==> config.mk <==
export PLATFORM = sky130hd
export DESIGN_NAME = mpdr_queue
export DESIGN_NICKNAME = d
export VERILOG_FILES = /design/src/hdl/mpdr_pkg.sv /design/src/hdl/mpdr_queue.sv
export SDC_FILE = /design/constraint.sdc
export NUM_CORES = 1
export LEC_CHECK = 0
export BUFFER_PORTS_ARGS = -buffer_cell sky130_fd_sc_hd__buf_2
export CAP_MARGIN = 20
export CELL_PAD_IN_SITES_DETAIL_PLACEMENT = 0
export CELL_PAD_IN_SITES_GLOBAL_PLACEMENT = 1
export CORE_MARGIN = 2
export CORE_UTILIZATION = 43
export CTS_BUF_LIST = sky130_fd_sc_hd__clkbuf_16
export DETAILED_ROUTE_END_ITERATION = 8
export PLACE_DENSITY_LB_ADDON = 0.1
export RECOVER_POWER = 25
export SLEW_MARGIN = 20
export SYNTH_ARGS = -nofsm -noshare
export SYNTH_HDL_FRONTEND = slang
export SYNTH_SLANG_ARGS = --single-unit
==> constraint.sdc <==
create_clock -name clk -period 2.85 [get_ports clk]
set_clock_uncertainty 0.05 [all_clocks]
set_input_delay 0.57 -clock clk [delete_from_list [all_inputs] [get_ports clk]]
set_output_delay 0.57 -clock clk [all_outputs]
set_load 0.005 [all_outputs]
==> src/hdl/mpdr_pkg.sv <==
`timescale 1ns / 1ps
package mpdr_pkg;

  // Field widths of the packet header and of the result.
  localparam int ADDR_W = 8;
  localparam int SEQ_W  = 16;
  localparam int KIND_W = 3;
  localparam int HOP_W  = 8;
  localparam int CMD_W  = 8;
  localparam int CODE_W = 3;

  // Size of the per-source duplicate filter (1 to 256 entries).
  localparam int NODE_COUNT = 256;
  localparam int SLOT_W     = (NODE_COUNT > 1) ? $clog2(NODE_COUNT) : 1;

  // Address of this node after reset.
  localparam logic [ADDR_W-1:0] OWN_ADDR_RESET = 8'd3;

  // Depth of the queue between the classifier and the resolver.
  localparam int QUEUE_DEPTH = 2;
  localparam int QPTR_W      = (QUEUE_DEPTH > 1) ? $clog2(QUEUE_DEPTH) : 1;
  localparam int QCNT_W      = $clog2(QUEUE_DEPTH + 1);

  typedef logic [SLOT_W-1:0] slot_t;

  typedef enum logic [KIND_W-1:0] {
    KIND_NONE          = 3'd0,
    KIND_COMMAND       = 3'd1,
    KIND_COMMAND_ACK   = 3'd2,
    KIND_DATA          = 3'd3,
    KIND_HANDSHAKE     = 3'd4,
    KIND_HANDSHAKE_ACK = 3'd5,
    KIND_GATEWAY       = 3'd6,
    KIND_OTHER         = 3'd7
  } kind_t;

  typedef enum logic [CODE_W-1:0] {
    ROUTE_DROP     = 3'd0,
    ROUTE_ACTION   = 3'd1,
    ROUTE_CMD_FWD  = 3'd2,
    ROUTE_DATA_FWD = 3'd3,
    ROUTE_HAND_RX  = 3'd4
  } route_t;

  typedef enum logic [CODE_W-1:0] {
    CAUSE_NONE       = 3'd0,
    CAUSE_OWN        = 3'd1,
    CAUSE_NOT_JOINED = 3'd2,
    CAUSE_STALE      = 3'd3,
    CAUSE_UNHANDLED  = 3'd4
  } cause_t;

  // Classified packet as it travels from the front to the back.
  typedef struct packed {
    logic                own_pkt;
    logic                hs_for_us;
    logic                cmd_for_us;
    kind_t               kind;
    logic [SEQ_W-1:0]    seq;
    slot_t               slot;
    logic [HOP_W-1:0]    hops;
    logic [HOP_W-1:0]    hops_inc;
    logic [CMD_W-1:0]    cmd_id;
  } pkt_rec_t;

  // Source address to filter slot, folded at elaboration.
  localparam int ADDR_SPAN = 1 << ADDR_W;
  typedef slot_t slot_lut_t [ADDR_SPAN];

  function automatic slot_lut_t build_slot_lut();
    slot_lut_t lut;
    for (int i = 0; i < ADDR_SPAN; i++) begin
      lut[i] = slot_t'(i % NODE_COUNT);
    end
    return lut;
  endfunction

  localparam slot_lut_t SLOT_LUT = build_slot_lut();

endpackage

==> src/hdl/mpdr_queue.sv <==
`timescale 1ns / 1ps
module mpdr_queue (
  input  logic               clk,
  input  logic               rst,
  input  logic               push_valid,
  output logic               push_ready,
  input  mpdr_pkg::pkt_rec_t push_item,
  output logic               pop_valid,
  input  logic               pop_ready,
  output mpdr_pkg::pkt_rec_t pop_item
);
  import mpdr_pkg::*;

  pkt_rec_t          slots [QUEUE_DEPTH];
  logic [QPTR_W-1:0] wr_ptr;
  logic [QPTR_W-1:0] rd_ptr;
  logic [QCNT_W-1:0] count;
  logic              do_push;
  logic              do_pop;

  assign push_ready = (count != QCNT_W'(QUEUE_DEPTH));
  assign pop_valid  = (count != '0);
  assign pop_item   = slots[rd_ptr];
  assign do_push    = push_valid && push_ready;
  assign do_pop     = pop_valid && pop_ready;

  // Entry storage.
  always_ff @(posedge clk) begin
    if (do_push) begin
      slots[wr_ptr] <= push_item;
    end
  end

  // Pointers and fill level.
  always_ff @(posedge clk) begin
    if (rst) begin
      wr_ptr <= '0;
      rd_ptr <= '0;
      count  <= '0;
    end else begin
      if (do_push) begin
        wr_ptr <= (wr_ptr == QPTR_W'(QUEUE_DEPTH - 1)) ? '0 : wr_ptr + 1'b1;
      end
      if (do_pop) begin
        rd_ptr <= (rd_ptr == QPTR_W'(QUEUE_DEPTH - 1)) ? '0 : rd_ptr + 1'b1;
      end
      if (do_push && !do_pop) begin
        count <= count + 1'b1;
      end else if (!do_push && do_pop) begin
        count <= count - 1'b1;
      end
    end
  end

endmodule

==> metrics.md <==
| Metric | Value |
|---|---|
| Syn_nets | `251` |
| Net switching share of the total power | `24.3%` |
| Lkg Pwr | `2.06 nW` |
| Top-Level Pins | `114` |
| Overall die width | `102 um` |
| Final cell count without fillers | `463` |
| Final setup viols | `0` |
| Clock-pin slew of the registers on the worst-case setup and hold paths | `50 ps` |
| Average footprint of a synthesized cell | `21.4 um2` |
| Hold buffer count at CTS | `0` |
| Detailed Place HPWL | `4540 um` |
| Worst hold path class | `in -> reg` |
| Total CTS buffers | `17` |
| Net count of the finished layout | `380` |
| Number of synthesized flops with an enable pin | `108` |
| Ant. Diodes | `0` |
| Vias per inst | `4.66` |
| Post-route setup TNS | `0 ps` |
| Number of placed instances with taps included | `431` |
| Prevailing post-synth register cell | `edfxtp_1` |
| Master cell of the clock root buffer | `clkbuf_16` |
| CTS tree | `yes` |
| Remaining number of nets flagged by the antenna check after routing | `0` |
| Count of final max-slew check failures | `0` |
| Effective utilization at floorplan | `44.3%` |
| Die outline area | `0.0104 mm2` |
| Net switching power figure | `1.28 mW` |
| Final setup slack of the worst path | `421 ps` |
| Unrepaired setup endpoints after global routing | `no` |
| Sum of routed wire length over all layers | `7150 um` |
| Violation count after the first detailed-route iteration | `82` |
| Std cell rows | `35` |
| Req. time, crit path | `2230 ps` |
| Global-route wire length before repair | `10,700 um` |
| Upper clock frequency limit | `0.412 GHz` |
| Slew at the pin with the worst max-slew slack | `527 ps` |
| Finished layout cell area | `0.00547 mm2` |
| Worst setup SP type | `register` |
| Area share of the largest cell type after synthesis | `78.8%` |
| Sequential fraction of the synthesis area | `81.2%` |
| Reg power frac | `41.1%` |
| Insertion delay of the later-clocked pin in the worst-skew pair | `400 ps` |
| Core ar. | `0.00928 mm2` |
| Fraction of registers with async set/reset | `0%` |
| # H-tree levels | `4` |
| Sum of overflow across all layers after global routing | `0` |
| Resize count post-CTS | `0` |
| Post-route minimum period | `2430 ps` |
| Final worst-path cycle share | `85.2%` |
| Sort of element at the end of the critical path | `output port` |
| Power Internal | `3.98 mW` |
| Clock power share | `40.4%` |
| Utilization after layout | `58.9%` |
| Initial antenna violation count | `0` |
| Largest vdd supply drop | `419 uV` |
| Met2 global-route usage | `24.5%` |
| Worst relative slew slack | `64.8%` |
| Setup CP Type | `reg -> out` |
| #FFs+latches synth | `113` |
| Bufs on Longest Clock Path | `2` |
| Worst Setup Slack post-DPL | `812 ps` |
| Signed area change from the synthesized netlist to the final layout | `32.8%` |
| GR Layer Usage met1 | `15.4%` |
| # Max-Cap Violations | `0` |
| Leading cell types by total area after synthesis | `edfxtp_1 79%, mux2_2 15%, dfxtp_1 2.4%, buf_4 0.91%, xor2_1 0.64%` |
| Largest net degree at the start of global routing | `40` |
| Sinks on the clock net | `113` |
| Crit path arrival time | `1810 ps` |
| Number of iterations in the first detailed-routing pass | `4` |
| Proportion of layout cells with a drive suffix above 1 | `60.8%` |
| Die height | `102 um` |
| Global-route layer with the greatest usage | `met2` |
| GR met3 Demand/Resource | `6.77%` |
| Routability congestion estimate | `0.686` |
| Share of total power in combinational logic | `18.5%` |
| Cells after Synth | `192` |
| Via count | `2,158` |
| Status | `finished, final reports clean` |
| Biggest area consumer among synthesized cells | `edfxtp_1` |
| Maximum fanout along the worst path | `39` |
| Area of the mapped netlist | `0.00412 mm2` |
| GRT Total Usage | `14.3%` |
| Vias in the first global route | `2,231` |
| Buffer count from post-CTS setup fixing | `0` |
| Leading post-synthesis cells by instance count | `108 x edfxtp_1, 54 x mux2_2, 5 x buf_4, 5 x dfxtp_1` |
| Top-count cell post-synth | `edfxtp_1` |
| Remaining DRCs | `0` |
| IO Port Bufs | `113` |
| Average wire per standard cell | `15.4 um` |
| Total power density per cell area | `962 mW/mm2` |
| Final hold violations | `0` |
| Number of library cell types mapped by synthesis | `18` |
| Cell area after placement | `0.00486 mm2` |
| Ys Warns | `0` |
-- logic make-up (layout without fill, tap and decap cells) --
logic type      Yosys count  count (layout)  synth area share, %
xor+xnor                  3               3                0.638
buf+inv                   7             149                 1.12
compound gates            5               5                0.730
fa+ha+maj                 1               1                0.304
simple gates              9               9                 1.22
flops                   113             113                 81.2
mux                      54              54                 14.8
-- sequential cells by signal (all words and copies together) (netlist names), named ones only --
| name | flops |
|---|---|
| wr_ptr | 1 |
| rd_ptr | 1 |
| slots | 108 |
| count | 2 |
-- layout by cell type (no fill, tap or decap) --
master,count
nand2b_1,1
clkinv_4,3
bufinv_16,3
dfxtp_1,4
clkinv_2,2
clkbuf_16,17
o21ai_0,2
and2_1,1
mux2_2,54
nor2_1,3
nand3b_1,1
or3_1,1
xor2_1,3
edfxtp_1,108
buf_2,109
ha_1,1
buf_12,3
dfxtp_2,1
a21bo_2,1
clkbuf_1,4
inv_2,1
a21oi_1,2
clkinvlp_4,3
or2_2,1
inv_6,4
and3_2,1
-- metal layers --
metal	wire length, um	up-vias
met5	0	-
met1	2850	1058
met4	54	0
met3	473	4
li1	-	1019
met2	3770	77
-- worst max-delay path: stages (launching register included) --
cell	delay [ps]
dfxtp_2	580
buf_12	280
mux2_2	380
buf_2	130
-- final timing paths --
path                            slack [ps]                endpoint  depth (start not counted)                  start
worst max-delay path                   420            pop_item[47]                          3               register
worst min-delay path                   300   slots[1][6]$_DFFE_PP_                          1           push_item[6]
worst max register to register        1030  slots[1][37]$_DFFE_PP_                          3  count[0]$_SDFFE_PP0P_
worst min register to register         460     rd_ptr$_SDFFE_PP0P_                          2    rd_ptr$_SDFFE_PP0P_
-- per-stage QoR --
step	power (mW)	hold WS, ps
6_report	5.26	305
5_1_grt	5.50	284
4_1_cts	5.33	289
3_5_place_dp	3.19	450
3_3_place_gp	3.18	439
2_1_floorplan	2.77	421
-- power by group through the flow --
stage | Sequential [mW] | Clock (mW) | Combinational [mW]
after detailed placement | 2.20 | 0 | 0.995
after global routing | 2.19 | 2.24 | 1.07
after CTS | 2.17 | 2.16 | 0.999
after global placement | 2.19 | 0 | 0.990
after floorplan | 2.16 | 0 | 0.611
final | 2.16 | 2.13 | 0.971
-- layout make-up --
type	instances	area (um2)
fill	747	3820
sequential	113	3340
multi-input combinational	72	728
timing repair buffer	116	621
clock buffer	17	425
clock inverter	15	184
tap	129	161
inverter	1	3.75
No activity file was read; power rests on OpenSTA's default activity.
