[src/hdl/mpdr_pkg.sv]
`timescale 1ns / 1ps
package mpdr_pkg;

  // Field widths of the packet header and of the result.
  localparam int ADDR_W = 8;
  localparam int SEQ_W  = 16;
  localparam int KIND_W = 3;
  localparam int HOP_W  = 8;
  localparam int CMD_W  = 8;
  localparam int CODE_W = 3;

  // Size of the per-source duplicate filter (1 to 256 entries).
  localparam int NODE_COUNT = 256;
  localparam int SLOT_W     = (NODE_COUNT > 1) ? $clog2(NODE_COUNT) : 1;

  // Address of this node after reset.
  localparam logic [ADDR_W-1:0] OWN_ADDR_RESET = 8'd3;

  // Depth of the queue between the classifier and the resolver.
  localparam int QUEUE_DEPTH = 2;
  localparam int QPTR_W      = (QUEUE_DEPTH > 1) ? $clog2(QUEUE_DEPTH) : 1;
  localparam int QCNT_W      = $clog2(QUEUE_DEPTH + 1);

  typedef logic [SLOT_W-1:0] slot_t;

  typedef enum logic [KIND_W-1:0] {
    KIND_NONE          = 3'd0,
    KIND_COMMAND       = 3'd1,
    KIND_COMMAND_ACK   = 3'd2,
    KIND_DATA          = 3'd3,
    KIND_HANDSHAKE     = 3'd4,
    KIND_HANDSHAKE_ACK = 3'd5,
    KIND_GATEWAY       = 3'd6,
    KIND_OTHER         = 3'd7
  } kind_t;

  typedef enum logic [CODE_W-1:0] {
    ROUTE_DROP     = 3'd0,
    ROUTE_ACTION   = 3'd1,
    ROUTE_CMD_FWD  = 3'd2,
    ROUTE_DATA_FWD = 3'd3,
    ROUTE_HAND_RX  = 3'd4
  } route_t;

  typedef enum logic [CODE_W-1:0] {
    CAUSE_NONE       = 3'd0,
    CAUSE_OWN        = 3'd1,
    CAUSE_NOT_JOINED = 3'd2,
    CAUSE_STALE      = 3'd3,
    CAUSE_UNHANDLED  = 3'd4
  } cause_t;

  // Classified packet as it travels from the front to the back.
  typedef struct packed {
    logic                own_pkt;
    logic                hs_for_us;
    logic                cmd_for_us;
    kind_t               kind;
    logic [SEQ_W-1:0]    seq;
    slot_t               slot;
    logic [HOP_W-1:0]    hops;
    logic [HOP_W-1:0]    hops_inc;
    logic [CMD_W-1:0]    cmd_id;
  } pkt_rec_t;

  // Source address to filter slot, folded at elaboration.
  localparam int ADDR_SPAN = 1 << ADDR_W;
  typedef slot_t slot_lut_t [ADDR_SPAN];

  function automatic slot_lut_t build_slot_lut();
    slot_lut_t lut;
    for (int i = 0; i < ADDR_SPAN; i++) begin
      lut[i] = slot_t'(i % NODE_COUNT);
    end
    return lut;
  endfunction

  localparam slot_lut_t SLOT_LUT = build_slot_lut();

endpackage

[src/hdl/mpdr_back.sv]
`timescale 1ns / 1ps
module mpdr_back (
  input  logic                         clk,
  input  logic                         rst,
  input  logic                         pop_valid,
  output logic                         pop_ready,
  input  mpdr_pkg::pkt_rec_t           pop_item,
  output logic                         out_valid,
  input  logic                         out_ready,
  output logic [mpdr_pkg::CODE_W-1:0]  route,
  output logic [mpdr_pkg::HOP_W-1:0]   hops_out,
  output logic [mpdr_pkg::CODE_W-1:0]  drop_cause,
  output logic                         joined
);
  import mpdr_pkg::*;

  typedef enum logic {
    ST_FETCH,
    ST_RESOLVE
  } state_t;

  state_t            state;
  pkt_rec_t          cur;
  logic [SEQ_W-1:0]  seq_mem [NODE_COUNT];
  logic [SEQ_W-1:0]  rd_seq;
  logic [NODE_COUNT-1:0] seen;
  logic              joined_flag;
  logic [CMD_W-1:0]  newest_command;

  logic              commit;
  route_t            res_route;
  cause_t            res_cause;
  logic [HOP_W-1:0]  res_hops;
  logic              join_set;
  logic              take_seq;
  logic              take_cmd;

  assign pop_ready = (state == ST_FETCH);
  assign commit    = (state == ST_RESOLVE) && (!out_valid || out_ready);

  // Filter, join and routing decision for the packet held in cur.
  always_comb begin
    res_route = ROUTE_DROP;
    res_cause = CAUSE_NONE;
    res_hops  = cur.hops;
    join_set  = 1'b0;
    take_seq  = 1'b0;
    take_cmd  = 1'b0;
    if (cur.own_pkt) begin
      res_cause = CAUSE_OWN;
    end else if (!joined_flag) begin
      if (cur.kind == KIND_HANDSHAKE_ACK && cur.hs_for_us) begin
        join_set = 1'b1;
      end else begin
        res_cause = CAUSE_NOT_JOINED;
      end
    end else if (seen[cur.slot] && !(cur.seq > rd_seq)) begin
      res_cause = CAUSE_STALE;
    end else begin
      take_seq = 1'b1;
      case (cur.kind)
        KIND_COMMAND: begin
          if (newest_command < cur.cmd_id && cur.cmd_for_us) begin
            take_cmd  = 1'b1;
            res_route = ROUTE_ACTION;
          end else begin
            res_route = ROUTE_CMD_FWD;
            res_hops  = cur.hops_inc;
          end
        end
        KIND_COMMAND_ACK: begin
          res_route = ROUTE_CMD_FWD;
          res_hops  = cur.hops_inc;
        end
        KIND_DATA: begin
          res_route = ROUTE_DATA_FWD;
          res_hops  = cur.hops_inc;
        end
        KIND_HANDSHAKE: begin
          if (cur.hs_for_us) begin
            res_route = ROUTE_HAND_RX;
          end else begin
            res_route = ROUTE_DATA_FWD;
            res_hops  = cur.hops_inc;
          end
        end
        default: begin
          res_cause = CAUSE_UNHANDLED;
        end
      endcase
    end
  end

  // Last-sequence memory: read on fetch, written when a packet is taken.
  always_ff @(posedge clk) begin
    if (state == ST_FETCH && pop_valid) begin
      rd_seq <= seq_mem[pop_item.slot];
    end
    if (commit && take_seq) begin
      seq_mem[cur.slot] <= cur.seq;
    end
  end

  // Sequencer, filter state and the output register.
  always_ff @(posedge clk) begin
    if (rst) begin
      state          <= ST_FETCH;
      out_valid      <= 1'b0;
      joined_flag    <= 1'b0;
      newest_command <= '0;
      seen           <= '0;
    end else begin
      // A new result takes the register as the old one leaves it.
      if (commit) begin
        out_valid <= 1'b1;
      end else if (out_valid && out_ready) begin
        out_valid <= 1'b0;
      end
      unique case (state)
        ST_FETCH: begin
          if (pop_valid) begin
            cur   <= pop_item;
            state <= ST_RESOLVE;
          end
        end
        ST_RESOLVE: begin
          if (commit) begin
            route      <= res_route;
            hops_out   <= res_hops;
            drop_cause <= res_cause;
            joined     <= joined_flag || join_set;
            if (join_set) begin
              joined_flag <= 1'b1;
            end
            if (take_seq) begin
              seen[cur.slot] <= 1'b1;
            end
            if (take_cmd) begin
              newest_command <= cur.cmd_id;
            end
            state <= ST_FETCH;
          end
        end
        default: begin
          state <= ST_FETCH;
        end
      endcase
    end
  end

endmodule

[config.mk]
export PLATFORM = sky130hd
export DESIGN_NAME = mpdr_back
export DESIGN_NICKNAME = d
export VERILOG_FILES = /design/src/hdl/mpdr_pkg.sv /design/src/hdl/mpdr_back.sv
export SDC_FILE = /design/constraint.sdc
export NUM_CORES = 2
export LEC_CHECK = 0
export BUFFER_PORTS_ARGS = -buffer_cell sky130_fd_sc_hd__buf_2
export CORE_MARGIN = 5
export CORE_UTILIZATION = 50
export CTS_CLUSTER_SIZE = 16
export DETAILED_ROUTE_END_ITERATION = 10
export GPL_ROUTABILITY_DRIVEN = 0
export PLACE_DENSITY = 0.77
export SLEW_MARGIN = 25
export SYNTH_ARGS = -nofsm -noshare
export SYNTH_HDL_FRONTEND = slang
export SYNTH_SLANG_ARGS = --single-unit
[constraint.sdc]
create_clock -name clk -period 10.75 [get_ports clk]
set_clock_uncertainty 0.2 [all_clocks]
set_input_delay 1.6125 -clock clk [delete_from_list [all_inputs] [get_ports clk]]
set_output_delay 1.6125 -clock clk [all_outputs]
set_load 0.01 [all_outputs]
==> results.json <==
{
  "status": "finished clean",
  "num-fill-cells": 23369,
  "syn_nets": 7160,
  "core_area_sq_um": 342000,
  "grt_pass1_wl_um": 640000,
  "drive_gt1_frac": 0.373,
  "synth.distinct_cells": 55,
  "synthAdderAreaFrac": 0.00168,
  "wl_per_cell_um": 36.3,
  "cts_hold_buf": 0,
  "postSynth.asyncResetShare": 0,
  "cts_tree": "built",
  "period_minus_slack_ps": 6460,
  "antenna_found_initial": 49,
  "end_kind": "flip-flop",
  "yosysWarnings": 0,
  "synth-compound-area-share": 0.0176,
  "tns_ps": 0,
  "cts-root-buf": "clkbuf_16",
  "synth_top_area_cell": "edfxtp_1",
  "layout.nets": 7625,
  "synthTopCellsByCount": "edfxtp_1, mux4_2, dfxtp_1",
  "synth_area_per_cell_sq_um": 24.2,
  "pin_count": 75,
  "initial_core_util": 0.501,
  "required_ps": 11190,
  "vias_per_cell": 6.68,
  "utilization": 0.568,
  "area_growth_pct": 13.3,
  "synth_top_family_by_area": "multiplexers",
  "syn_area_sq_um": 171000,
  "fin_ws_ps": 4290,
  "grt_max_degree": 257,
  "drc": 0,
  "postSynthCellCount": 7079,
  "drv_cap": 0,
  "setup_viol": 0,
  "die_w_um": 596,
  "crit_type": "reg2reg",
  "clk_latency_ps": 1000,
  "drtIter0Drc": 13911,
  "slew_viol_final": 0,
  "synth_top_area_frac": 0.732,
  "muxShareOfSynthArea": 0.189,
  "synth_xor_area_frac": 0.0000511,
  "grtUsageTotal": 0.253,
  "ys_seq_area_frac": 0.763,
  "vias": 83339,
  "placementRows": 215,
  "peakVddDrop_mv": 0.151,
  "numCtsBuffers": 426,
  "fp.dieArea_sq_um": 355000,
  "drt.antenna.violating_nets": 0,
  "leakage_nw": 61.7,
  "cp_max_fo": 101,
  "synthSimpleGateAreaFrac": 0.0174,
  "synthTopCellsByArea": "edfxtp_1, mux4_2, dfxtp_1",
  "synth_edf_count": 4181,
  "instances_no_fill": 12481,
  "critPathLaunchType": "flip-flop",
  "min_path_type": "reg2reg",
  "tightest_slew_ps": 1150,
  "max_freq_mhz": 155,
  "dp.cells": 11667,
  "path_clk_slew_ps": 60,
  "hpwl_um": 250000,
  "grt_pass1_vias": 83947,
  "arrival_ps": 6900,
  "p_per_area_nw_per_um2": 184,
  "synth-seq-cells": 4448,
  "port_buffers": 74,
  "grt-ovfl-total": 0,
  "first_pass_iters": 5,
  "cts.repair.resized": 0,
  "place_ws_ps": 4490,
  "die_y_um": 596,
  "wirelength_um": 452000,
  "rsz0062_at_grt": "no",
  "finalCritPeriodShare": 0.600,
  "hold_viol_final": 0,
  "max-slew-margin-rel": 0.236,
  "synth_most_common_cell": "edfxtp_1",
  "cts_buffer_depth": 4,
  "placed_area_sq_um": 180000,
  "synth_ff_type": "edfxtp_1",
  "cts_setup_buffers": 0,
  "cts-htree-levels": 5,
  "cts_sinks": 4448,
  "fin_area_sq_um": 194000
}
==> layer usage <==
metal / vias up / track usage / part of all wire
met5: - / 0 / 0.00045
met4: 30 / 0.113 / 0.053
met3: 1079 / 0.0687 / 0.13
met2: 6652 / 0.395 / 0.48
met1: 44097 / 0.337 / 0.34
li1: 31481 / - / -
==> state kept, by name, summed over array words and instances (netlist names) <==
| signal | cells |
|---|---|
| cur | 54 |
| drop_cause | 3 |
| hops_out | 8 |
| joined | 1 |
| joined_flag | 1 |
| newest_command | 8 |
| out_valid | 1 |
| rd_seq | 16 |
| route | 3 |
| seen | 256 |
| seq_mem | 4096 |
| state | 1 |
==> through the flow <==
stage | total power, mW | hold slack [ps]
finish | 35.8 | 271
global route | 36.8 | 290
CTS | 35.9 | 272
detailed placement | 20.9 | 256
global placement | 20.9 | 248
floorplan | 20.3 | 244
==> report_power, final <==
part	leakage (nW)	switching, mW	internal (mW)	total [mW]
clock	6.95	6.61	8.67	15.3
sequential	39.7	0.0233	18.9	18.9
combinational	15.0	1.02	0.646	1.67
total	61.7	7.65	28.2	35.8
==> logic make-up after synthesis <==
logic type / Yosys count
compound gates: 317
fa+ha+maj: 23
simple gates: 378
flops: 4448
xor+xnor: 1
buf+inv: 450
mux: 1462
==> worst paths after layout <==
| path | slack, ps | endpoint | startpoint | cells past startpoint |
|---|---|---|---|---|
| max | 4290 | seq_mem[99][9] | cur[24] | 12 |
| min | 270 | seen[46] | seen[46] | 1 |
| min reg2reg | 270 | seen[46] | seen[46] | 1 |
| max reg2reg | 4290 | seq_mem[99][9] | cur[24] | 12 |
==> critical path: stages, from the launching register on <==
cell and delay (ps):
edfxtp_1 390, buf_12 490, mux4_2 650, a22o_1 240
a221oi_1 760, nor3_1 120, or4_4 560, a31oi_4 310
o2111ai_4 210, buf_4 360, buf_12 330, nor3_2 900
buf_4 350
==> cell type report <==
cell class,count,area [sq um],share of cell area
multi-input combinational,2181,39300,0.202
timing repair buffer,455,3950,0.0203
clock buffer,543,11400,0.0589
tap,4557,5700,0.0293
inverter,32,120,0.000618
sequential,4448,131000,0.674
clock inverter,248,2850,0.0147
antenna,17,42.5,0.000219
==> cells in the final DEF (no fill, tap or decap), drive strengths merged, types with 6 or more instances in the layout <==
cell type / count
edfxtp: 4181
mux4: 1422
clkbuf: 543
buf: 455
dfxtp: 267
nor3: 261
o21ba: 256
clkinv: 173
bufinv: 45
inv: 43
nand2: 35
mux2i: 30
ha: 23
nand2b: 21
clkinvlp: 19
nor2: 18
diode: 17
nor2b: 11
a22oi: 10
mux2: 10
nand3: 10
o21ai: 9
a21oi: 8
a21o: 6
(Power assumes the default switching activity.)
