**src/hdl/mpdr_pkg.sv**
```systemverilog
`timescale 1ns / 1ps
package mpdr_pkg;

  // Field widths of the packet header and of the result.
  localparam int ADDR_W = 8;
  localparam int SEQ_W  = 16;
  localparam int KIND_W = 3;
  localparam int HOP_W  = 8;
  localparam int CMD_W  = 8;
  localparam int CODE_W = 3;

  // Size of the per-source duplicate filter (1 to 256 entries).
  localparam int NODE_COUNT = 256;
  localparam int SLOT_W     = (NODE_COUNT > 1) ? $clog2(NODE_COUNT) : 1;

  // Address of this node after reset.
  localparam logic [ADDR_W-1:0] OWN_ADDR_RESET = 8'd3;

  // Depth of the queue between the classifier and the resolver.
  localparam int QUEUE_DEPTH = 2;
  localparam int QPTR_W      = (QUEUE_DEPTH > 1) ? $clog2(QUEUE_DEPTH) : 1;
  localparam int QCNT_W      = $clog2(QUEUE_DEPTH + 1);

  typedef logic [SLOT_W-1:0] slot_t;

  typedef enum logic [KIND_W-1:0] {
    KIND_NONE          = 3'd0,
    KIND_COMMAND       = 3'd1,
    KIND_COMMAND_ACK   = 3'd2,
    KIND_DATA          = 3'd3,
    KIND_HANDSHAKE     = 3'd4,
    KIND_HANDSHAKE_ACK = 3'd5,
    KIND_GATEWAY       = 3'd6,
    KIND_OTHER         = 3'd7
  } kind_t;

  typedef enum logic [CODE_W-1:0] {
    ROUTE_DROP     = 3'd0,
    ROUTE_ACTION   = 3'd1,
    ROUTE_CMD_FWD  = 3'd2,
    ROUTE_DATA_FWD = 3'd3,
    ROUTE_HAND_RX  = 3'd4
  } route_t;

  typedef enum logic [CODE_W-1:0] {
    CAUSE_NONE       = 3'd0,
    CAUSE_OWN        = 3'd1,
    CAUSE_NOT_JOINED = 3'd2,
    CAUSE_STALE      = 3'd3,
    CAUSE_UNHANDLED  = 3'd4
  } cause_t;

  // Classified packet as it travels from the front to the back.
  typedef struct packed {
    logic                own_pkt;
    logic                hs_for_us;
    logic                cmd_for_us;
    kind_t               kind;
    logic [SEQ_W-1:0]    seq;
    slot_t               slot;
    logic [HOP_W-1:0]    hops;
    logic [HOP_W-1:0]    hops_inc;
    logic [CMD_W-1:0]    cmd_id;
  } pkt_rec_t;

  // Source address to filter slot, folded at elaboration.
  localparam int ADDR_SPAN = 1 << ADDR_W;
  typedef slot_t slot_lut_t [ADDR_SPAN];

  function automatic slot_lut_t build_slot_lut();
    slot_lut_t lut;
    for (int i = 0; i < ADDR_SPAN; i++) begin
      lut[i] = slot_t'(i % NODE_COUNT);
    end
    return lut;
  endfunction

  localparam slot_lut_t SLOT_LUT = build_slot_lut();

endpackage

```
**src/hdl/mpdr_front.sv**
```systemverilog
`timescale 1ns / 1ps
module mpdr_front (
  input  logic                         clk,
  input  logic                         rst,
  input  logic                         cfg_wr_en,
  input  logic [mpdr_pkg::ADDR_W-1:0]  cfg_wr_data,
  input  logic [mpdr_pkg::ADDR_W-1:0]  source_node,
  input  logic [mpdr_pkg::SEQ_W-1:0]   sequence_req,
  input  logic [mpdr_pkg::KIND_W-1:0]  message_kind,
  input  logic [mpdr_pkg::HOP_W-1:0]   hop_count,
  input  logic [mpdr_pkg::CMD_W-1:0]   command_id,
  input  logic [mpdr_pkg::ADDR_W-1:0]  command_target,
  input  logic [mpdr_pkg::ADDR_W-1:0]  handshake_target,
  output mpdr_pkg::pkt_rec_t           rec
);
  import mpdr_pkg::*;

  logic [ADDR_W-1:0] own_address;

  // Node address register.
  always_ff @(posedge clk) begin
    if (rst) begin
      own_address <= OWN_ADDR_RESET;
    end else if (cfg_wr_en) begin
      own_address <= cfg_wr_data;
    end
  end

  // Address compares, slot lookup and hop increment are done here so that
  // the back end only has the sequence compare and the routing choice.
  always_comb begin
    rec.own_pkt    = (source_node == own_address);
    rec.hs_for_us  = (handshake_target == own_address);
    rec.cmd_for_us = (command_target == own_address);
    rec.kind       = kind_t'(message_kind);
    rec.seq        = sequence_req;
    rec.slot       = SLOT_LUT[source_node];
    rec.hops       = hop_count;
    rec.hops_inc   = hop_count + 1'b1;
    rec.cmd_id     = command_id;
  end

endmodule

```
**config.mk**
```make
export PLATFORM = sky130hd
export DESIGN_NAME = mpdr_front
export DESIGN_NICKNAME = d
export VERILOG_FILES = /design/src/hdl/mpdr_pkg.sv /design/src/hdl/mpdr_front.sv
export SDC_FILE = /design/constraint.sdc
export NUM_CORES = 1
export LEC_CHECK = 0
export BUFFER_PORTS_ARGS = -buffer_cell sky130_fd_sc_hd__buf_4
export CAP_MARGIN = 20
export CORE_ASPECT_RATIO = 0.9
export CORE_MARGIN = 5
export CORE_UTILIZATION = 35
export CTS_CLUSTER_DIAMETER = 50
export DETAILED_ROUTE_END_ITERATION = 10
export PLACE_DENSITY = 0.95
export SLEW_MARGIN = 20
export SYNTH_ARGS = -nofsm -noshare
export SYNTH_HDL_FRONTEND = slang
export SYNTH_SLANG_ARGS = --single-unit
```
**constraint.sdc**
```tcl
create_clock -name clk -period 1.7 [get_ports clk]
set_input_delay 0.51 -clock clk [delete_from_list [all_inputs] [get_ports clk]]
set_output_delay 0.51 -clock clk [all_outputs]
set_load 0.01 [all_outputs]
```
==> results of run 1 <==
## metrics by stage
stage	setup TNS (ns)	hold slack, ns
finish	0	0.464
detailed placement	-0.101	0.575
CTS	0	0.457
global placement	-0.0426	0.565
floorplan	0	0.548
global route	-0.127	0.480
## worst register-to-register path, stage by stage (launching register included)
cell	delay, ns
dfxtp_4	0.36
nor2b_1	0.14
a211o_1	0.22
## per-layer routing
layer / up-vias / global-route usage (%) / share of wire (%)
li1: 404 / - / -
met1: 388 / 10.7 / 31
met2: 56 / 21.6 / 53
met3: 8 / 5.08 / 14
met4: 0 / 7.40 / 2.4
met5: - / 0 / 0
## cells by family (layout without fill, tap and decap cells)
| family | Yosys count | count (layout) | synth area share [%] |
|---|---|---|---|
| AOI/OAI and AO/OA | 2 | 2 | 1.79 |
| buffers and inverters | 46 | 78 | 34.6 |
| xor gates and xnor gates | 30 | 30 | 26.9 |
| and+or+nand+nor | 24 | 24 | 12.9 |
| adders and majority gates | 1 | 1 | 1.28 |
| muxes | 6 | 6 | 6.15 |
| DFF | 8 | 8 | 16.4 |
## path summary, 6_finish.rpt
check,start,to,slack (ns),cells after the start
max,own_address[0],rec[53],0.02,4
min reg2reg,own_address[7],own_address[7],0.55,2
max reg2reg,own_address[0],own_address[0],0.87,2
min,cfg_wr_data[1],own_address[1],0.46,2
## area by class of cell
cell class | instances | area [sq um] | area share (%)
clock buffers | 3 | 22.5 | 1.63
inverters | 1 | 3.75 | 0.271
multi-input cells | 63 | 569 | 41.2
flip-flops and latches | 8 | 183 | 13.2
well taps | 30 | 37.5 | 2.71
repair buffers | 74 | 567 | 41.0
## Yosys cell counts
| library cell | count | area share [%] |
|---|---|---|
| buf_4 | 44 | 34 |
| nand4_1 | 6 | 3.8 |
| nor2_1 | 9 | 3.5 |
| inv_1 | 1 | 0.38 |
| clkbuf_1 | 1 | 0.38 |
| and3_1 | 1 | 0.64 |
| mux2i_1 | 6 | 6.1 |
| ha_1 | 1 | 1.3 |
| a211o_1 | 2 | 1.8 |
| and3_4 | 1 | 1.2 |
| dfxtp_1 | 8 | 16 |
| nor2b_1 | 2 | 1.3 |
| xnor2_1 | 29 | 26 |
| xor2_1 | 1 | 0.90 |
| nand3_1 | 5 | 2.6 |
## power breakdown
group	switching, mW	internal, mW	leakage [nW]
Sequential	0.0224	0.199	0.0695
Combinational	0.109	0.193	0.562
Clock	0.0611	0.0805	0.0138
Total	0.193	0.472	0.646
## timing repair
action                                  CTS  global route
pin swaps                                 1            10
endpoints found under the hold margin     0             0
resized for setup                         9            20
gates cloned                              0             0
endpoints found under the setup margin    5             5
hold buffers                              0             0
==> results.txt, run 1 <==
----------------------------------------------------
[Setup path]
  CP max FO ... 4
  Critical Path Source Type ... flip-flop
  Startpoint-to-endpoint class of the critical path ... reg -> out
  Buffer and inverter count on the worst path ... 1
  Critical Path Max Stage Delay ... 0.36 ns
  Data arrival time of the critical path ... 1.17 ns
  Slowest-stage cell, CP ... dfxtp_4
  Category of the worst setup path capture point ... output port
  Sequence of cells on the critical path ... xnor2_2 -> nand4_1 -> nor2_1 -> buf_4
  CP delay by family, top ... flip-flops
  Critical path data required time ... 1.19 ns

[Timing]
  Number of max-slew violations in the final report ... 0
  Final Cycle Share ... 98.7%
  Min Tclk post-route ... 1.68 ns
  Normalized max-slew margin ... 91.6%
  Number of failing hold endpoints at the final stage ... 0
  Maximum clock rate ... 0.596 GHz
  Final setup fails ... 0
  Worst path setup slack after routing ... 0.0218 ns
  Worst Tran Pin Value ... 0.122 ns
  Post-route clock skew ... 0 ns
  RSZ-0062 raised after global routing ... yes

[Global route]
  Number of global-route vias before repair ... 821
  Overall overflow remaining after global route ... 0
  Total global-route track usage ... 11.8%
  Maximum number of pins on one net before global-route repair ... 11
  Global-route wire length before repair ... 3.60 mm
  Initial antenna violation count ... 0

[Power]
  Largest voltage drop on the vdd net ... 0.000324 V
  Power per Cell Area ... 481 nW/um^2
  Static power due to leakage ... 0.646 nW
  Total power after layout ... 665 uW

[Final layout]
  Leading registers by flop count ... own_address x8
  Fraction of final layout cells sized beyond drive strength 1 ... 65.8%
  Layout fillers ... 260
  Final instance area ... 1380 sq um
  Area growth syn-to-layout ... 41.5%
  Final nets ... 222
  Diodes inserted ... 0
  Largest Register ... own_address
  Cell Count, Final, Fillers Out ... 179
  Flip-flop count of the largest register, all copies and words added ... 8
  Leading cell type in the layout, fill and taps excluded ... buf_4
  Most frequent cells in the layout ... buf_4, xnor2_1, xnor2_2, nor2_1
  Final core area utilization ... 51.2%

[Clock tree]
  TritonCTS Sinks ... 8
  Num CTS Buffers ... 3
  Bufs on Longest Clock Path ... 2
  Worst-Skew Late Latency ... 0.25 ns
  Clock slew at the register clock pins of the worst setup and hold paths ... 0.05 ns
  Clock tree root buffer cell ... clkbuf_4
  Clock tree from TritonCTS ... built
  Post-CTS Setup Inserts ... 0
  H-tree lvl count ... 1

[Synth]
  Sequential area share after synthesis ... 16.4%
  Syn nets ... 188
  Yosys cell types ... 15
  Number of cells produced by synthesis ... 117
  Cell Area, Synth ... 977 sq um
  Post-synthesis sequential element count ... 8
  Mean post-synth cell area ... 8.35 sq um
  Warnings, synthesis ... 0

[Place]
  Final HPWL DP ... 2.11 mm
  # port buffers ... 69
  Gpl congestion ... 0.684
  Worst Setup Slack post-DPL ... -0.0636 ns
  Placed Instance Area ... 1240 sq um
  Cell Count Post-Placement ... 176

[Floorplanning]
  Starting density of the core ... 36.2%
  Full die area ... 3950 sq um
  Row cnt ... 18
  Core Footprint ... 2700 sq um
  Y dimension of the die ... 60.1 um
  Ports ... 124
  Horizontal die dimension ... 65.7 um

[Outcome]
  Result of the run ... finished, final reports clean

[Drt]
  1st-pass router iterations ... 4
  Wire per inst ... 13.9 um
  Vias per std cell ... 4.78
  Number of DRC violations after detailed routing ... 0
  Total routed wirelength ... 2.50 mm
  Total number of vias ... 856
  Drt first-iter violations ... 12
  Detail Route Antenna Nets ... 0

[Min path]
  Min-delay worst type ... in -> reg

[Flow run]
  Max-Cap Viols ... 0

----------------------------------------------------
(Power assumes the default switching activity.)
==> run 2, diff against run 1 <==
CORE_UTILIZATION = 32   (was 35)
PLACE_DENSITY = 0.9   (was 0.95)
clock period = 1.68 ns   (was 1.7 ns; I/O delays follow)
==> run 2 against run 1 <==
  * Combinational power grew 7.6%
  * Total power is 4.0% higher
  * Sequential power rose by 2%
  * Register-to-register slack lost 0.03 ns
  * Critical path type is now in -> out
==> results.txt, run 2 (synthesized netlist as in run 1, its figures left out) <==
----------------------------------------------------
[Setup path]
  Category of the worst setup path capture point ... output port
  Startpoint of the worst-slack reg-to-reg timing path ... own_address[1]
  Most common cell on crit path ... buf_4
  Critical path data required time ... 1.18 ns (about the same)
  First element of the critical path ... command_target[0]
  FF-to-FF path depth ... 2 (unchanged)
  CP delay by family, top ... simple AND/OR/NAND/NOR gates
  Register-to-register setup slack ... 0.84 ns (-0.03 ns)
  Buffer and inverter count on the worst path ... 2 (+1)
  Sequence of cells on the critical path ... buf_4 -> xnor2_2 -> nand4_1 -> nor2_1 -> buf_4
  Startpoint-to-endpoint class of the critical path ... in -> out
  Critical Path Max Stage Delay ... 0.14 ns (-0.22 ns)
  Slowest-stage cell, CP ... xnor2_2
  Critical R2R Capture ... own_address[1]
  CP max FO ... 1 (-3)
  Stages on worst setup path ... 5 (+1)
  Critical Path Source Type ... input port
  Data arrival time of the critical path ... 1.16 ns (about the same)

[Place]
  Gpl congestion ... 0.634 (-7.4%)
  # port buffers ... 69 (unchanged)
  Worst Setup Slack post-DPL ... -0.0648 ns (-0.00122 ns)
  Final HPWL DP ... 2.20 mm (+4.3%)

[Final layout]
  Leading registers by flop count ... own_address x8
  Layout fillers ... 310 (+19%)
  Flip-flop count of the largest register, all copies and words added ... 8 (unchanged)
  Largest Register ... own_address
  Final nets ... 222 (unchanged)
  Multi-input combinational cell area ... 634 sq um (+11%)
  Leading cell type in the layout, fill and taps excluded ... buf_4
  Most frequent cells in the layout ... buf_4, xnor2_1, xnor2_2
  Diodes inserted ... 0 (unchanged)
  Area used by sequential logic in the layout ... 185 sq um (+1.4%)
  Area growth syn-to-layout ... 51.1%
  Fraction of final layout cells sized beyond drive strength 1 ... 71.8% (+6.0 points)

[Floorplanning]
  Ports ... 124 (unchanged)
  Y dimension of the die ... 62.4 um (+3.8%)
  Horizontal die dimension ... 68.3 um (+3.9%)
  Starting density of the core ... 32.6% (-3.5 points)
  Row cnt ... 19 (+1)
  Core Footprint ... 3000 sq um (+11%)
  Full die area ... 4260 sq um (+7.9%)

[Timing]
  Final Cycle Share ... 99.1%
  Normalized max-slew margin ... 90.2% (-1.4 points)
  RSZ-0062 raised after global routing ... yes
  Min Tclk post-route ... 1.66 ns
  TNS Setup ... 0 ns (unchanged)
  Number of max-slew violations in the final report ... 0 (unchanged)
  Maximum clock rate ... 0.601 GHz
  Worst path setup slack after routing ... 0.0153 ns (-0.00646 ns)
  Post-route clock skew ... 0 ns (unchanged)
  Number of failing hold endpoints at the final stage ... 0 (unchanged)
  Final setup fails ... 0 (unchanged)
  Worst Tran Pin Value ... 0.143 ns (+0.0208 ns)

[Min path]
  Hold Crit Depth ... 2 (unchanged)
  Terminating pin of the worst hold path ... own_address[0]
  Startpoint of the most critical hold path ... cfg_wr_data[0]
  Min-delay worst type ... in -> reg

[Clock tree]
  Clock tree from TritonCTS ... built
  Num CTS Buffers ... 3 (unchanged)
  H-tree lvl count ... 1 (unchanged)
  Bufs on Longest Clock Path ... 2 (unchanged)
  Clock slew at the register clock pins of the worst setup and hold paths ... 0.05 ns (about the same)
  Worst-Skew Late Latency ... 0.25 ns (about the same)
  Count of hold-fix buffers inserted at cts ... 0 (unchanged)
  Clock tree root buffer cell ... clkbuf_4
  TritonCTS Sinks ... 8 (unchanged)

[Power]
  Part of the total power dissipated in sequential elements ... 32.7% (-0.5 points)
  Static power due to leakage ... 0.678 nW (+5.0%)
  Total net switching power ... 202 uW (+4.7%)
  Logic pwr share ... 47.0% (+1.6 points)
  Power per Cell Area ... 468 nW/um^2 (-2.6%)
  Cell internal pwr ... 489 uW (+3.7%)
  Sw frac ... 29.2% (+0.21 points)
  Clock share of power ... 20.3% (-1.0 points)
  Largest voltage drop on the vdd net ... 0.000358 V (+10%)

[Global route]
  Initial antenna violation count ... 0 (unchanged)
  Number of global-route vias before repair ... 887 (+8.0%)
  Overall overflow remaining after global route ... 0 (unchanged)
  Global-route wire length before repair ... 3.80 mm (+5.4%)
  Maximum number of pins on one net before global-route repair ... 11 (unchanged)
  Total global-route track usage ... 11.2% (-0.61 points)

[Drt]
  Detail Route Antenna Nets ... 0 (unchanged)
  Number of DRC violations after detailed routing ... 0 (unchanged)
  Total number of vias ... 850 (-0.70%)
  Total routed wirelength ... 2.63 mm (+5.2%)
  Vias per std cell ... 4.45 (-6.9%)
  Drt first-iter violations ... 1 (-11)
  Wire per inst ... 13.7 um (-1.4%)
  1st-pass router iterations ... 4 (unchanged)

[Flow run]
  Max-Cap Viols ... 0 (unchanged)

[Outcome]
  Result of the run ... finished, final reports clean

----------------------------------------------------
[run 2: changes by cell type in the layout (fill, tap and decap cells not counted), moves of 2 or more]
cell	previous run	this run
nand3_1	3	0
buf_4	71	68
buf_6	3	6
xnor2_2	9	14
nand3_2	2	4
xnor2_1	20	15
[run 2: stage by stage]
| stage | instances | util, % | hold slack (ns) | area (sq um) | power [mW] |
|---|---|---|---|---|---|
| finish | 191 | 49.3 | 0.465 | 1480 | 0.691 |
| CTS | 191 | 43.3 | 0.457 | 1300 | 0.661 |
| floorplan | 117 | - | 0.548 | 977 | 0.433 |
| detailed placement | 188 | 41.8 | 0.594 | 1250 | 0.509 |
| global placement | 188 | 41.8 | 0.579 | 1250 | 0.503 |
| global route | 191 | 49.3 | 0.460 | 1480 | 0.735 |
[run 2: final cells by class]
cell class                      count  area share, %
Sequential cell                     8           12.5
Inverter                            1          0.254
Timing Repair Buffer               74           39.2
Tap cell                           42           3.56
Multi-Input combinational cell     63           43.0
Clock buffer                        3           1.53
[run 2: layer usage]
layer / vias to the layer above / routed length (um) / track usage [%]
met2: 60 / 1400 / 20.2
li1: 404 / - / -
met5: - / 0 / 0
met3: 4 / 431 / 6.29
met4: 0 / 6 / 3.72
met1: 382 / 784 / 10.1
[run 2: power by group through the flow]
| stage | clock (mW) | sequential [mW] | combinational, mW |
|---|---|---|---|
| after floorplan | 0 | 0.220 | 0.213 |
| after detailed placement | 0 | 0.227 | 0.282 |
| after global placement | 0 | 0.227 | 0.276 |
| after global routing | 0.157 | 0.229 | 0.349 |
| final | 0.141 | 0.226 | 0.325 |
| after CTS | 0.149 | 0.225 | 0.287 |
[run 2: worst max-delay path by stage]
stage	slack, ns	endpoint
after floorplan	0.16	rec[12]
after global placement	-0.04	rec[14]
after detailed placement	-0.06	rec[12]
after CTS	-0.0003	rec[51]
after global routing	-0.06	rec[51]
final	0.02	rec[51]
[run 2: what timing repair did]
item	CTS	global route
pin swaps	0	19
resized for setup	10	33
setup buffers	0	0
setup endpoints to repair	5	7
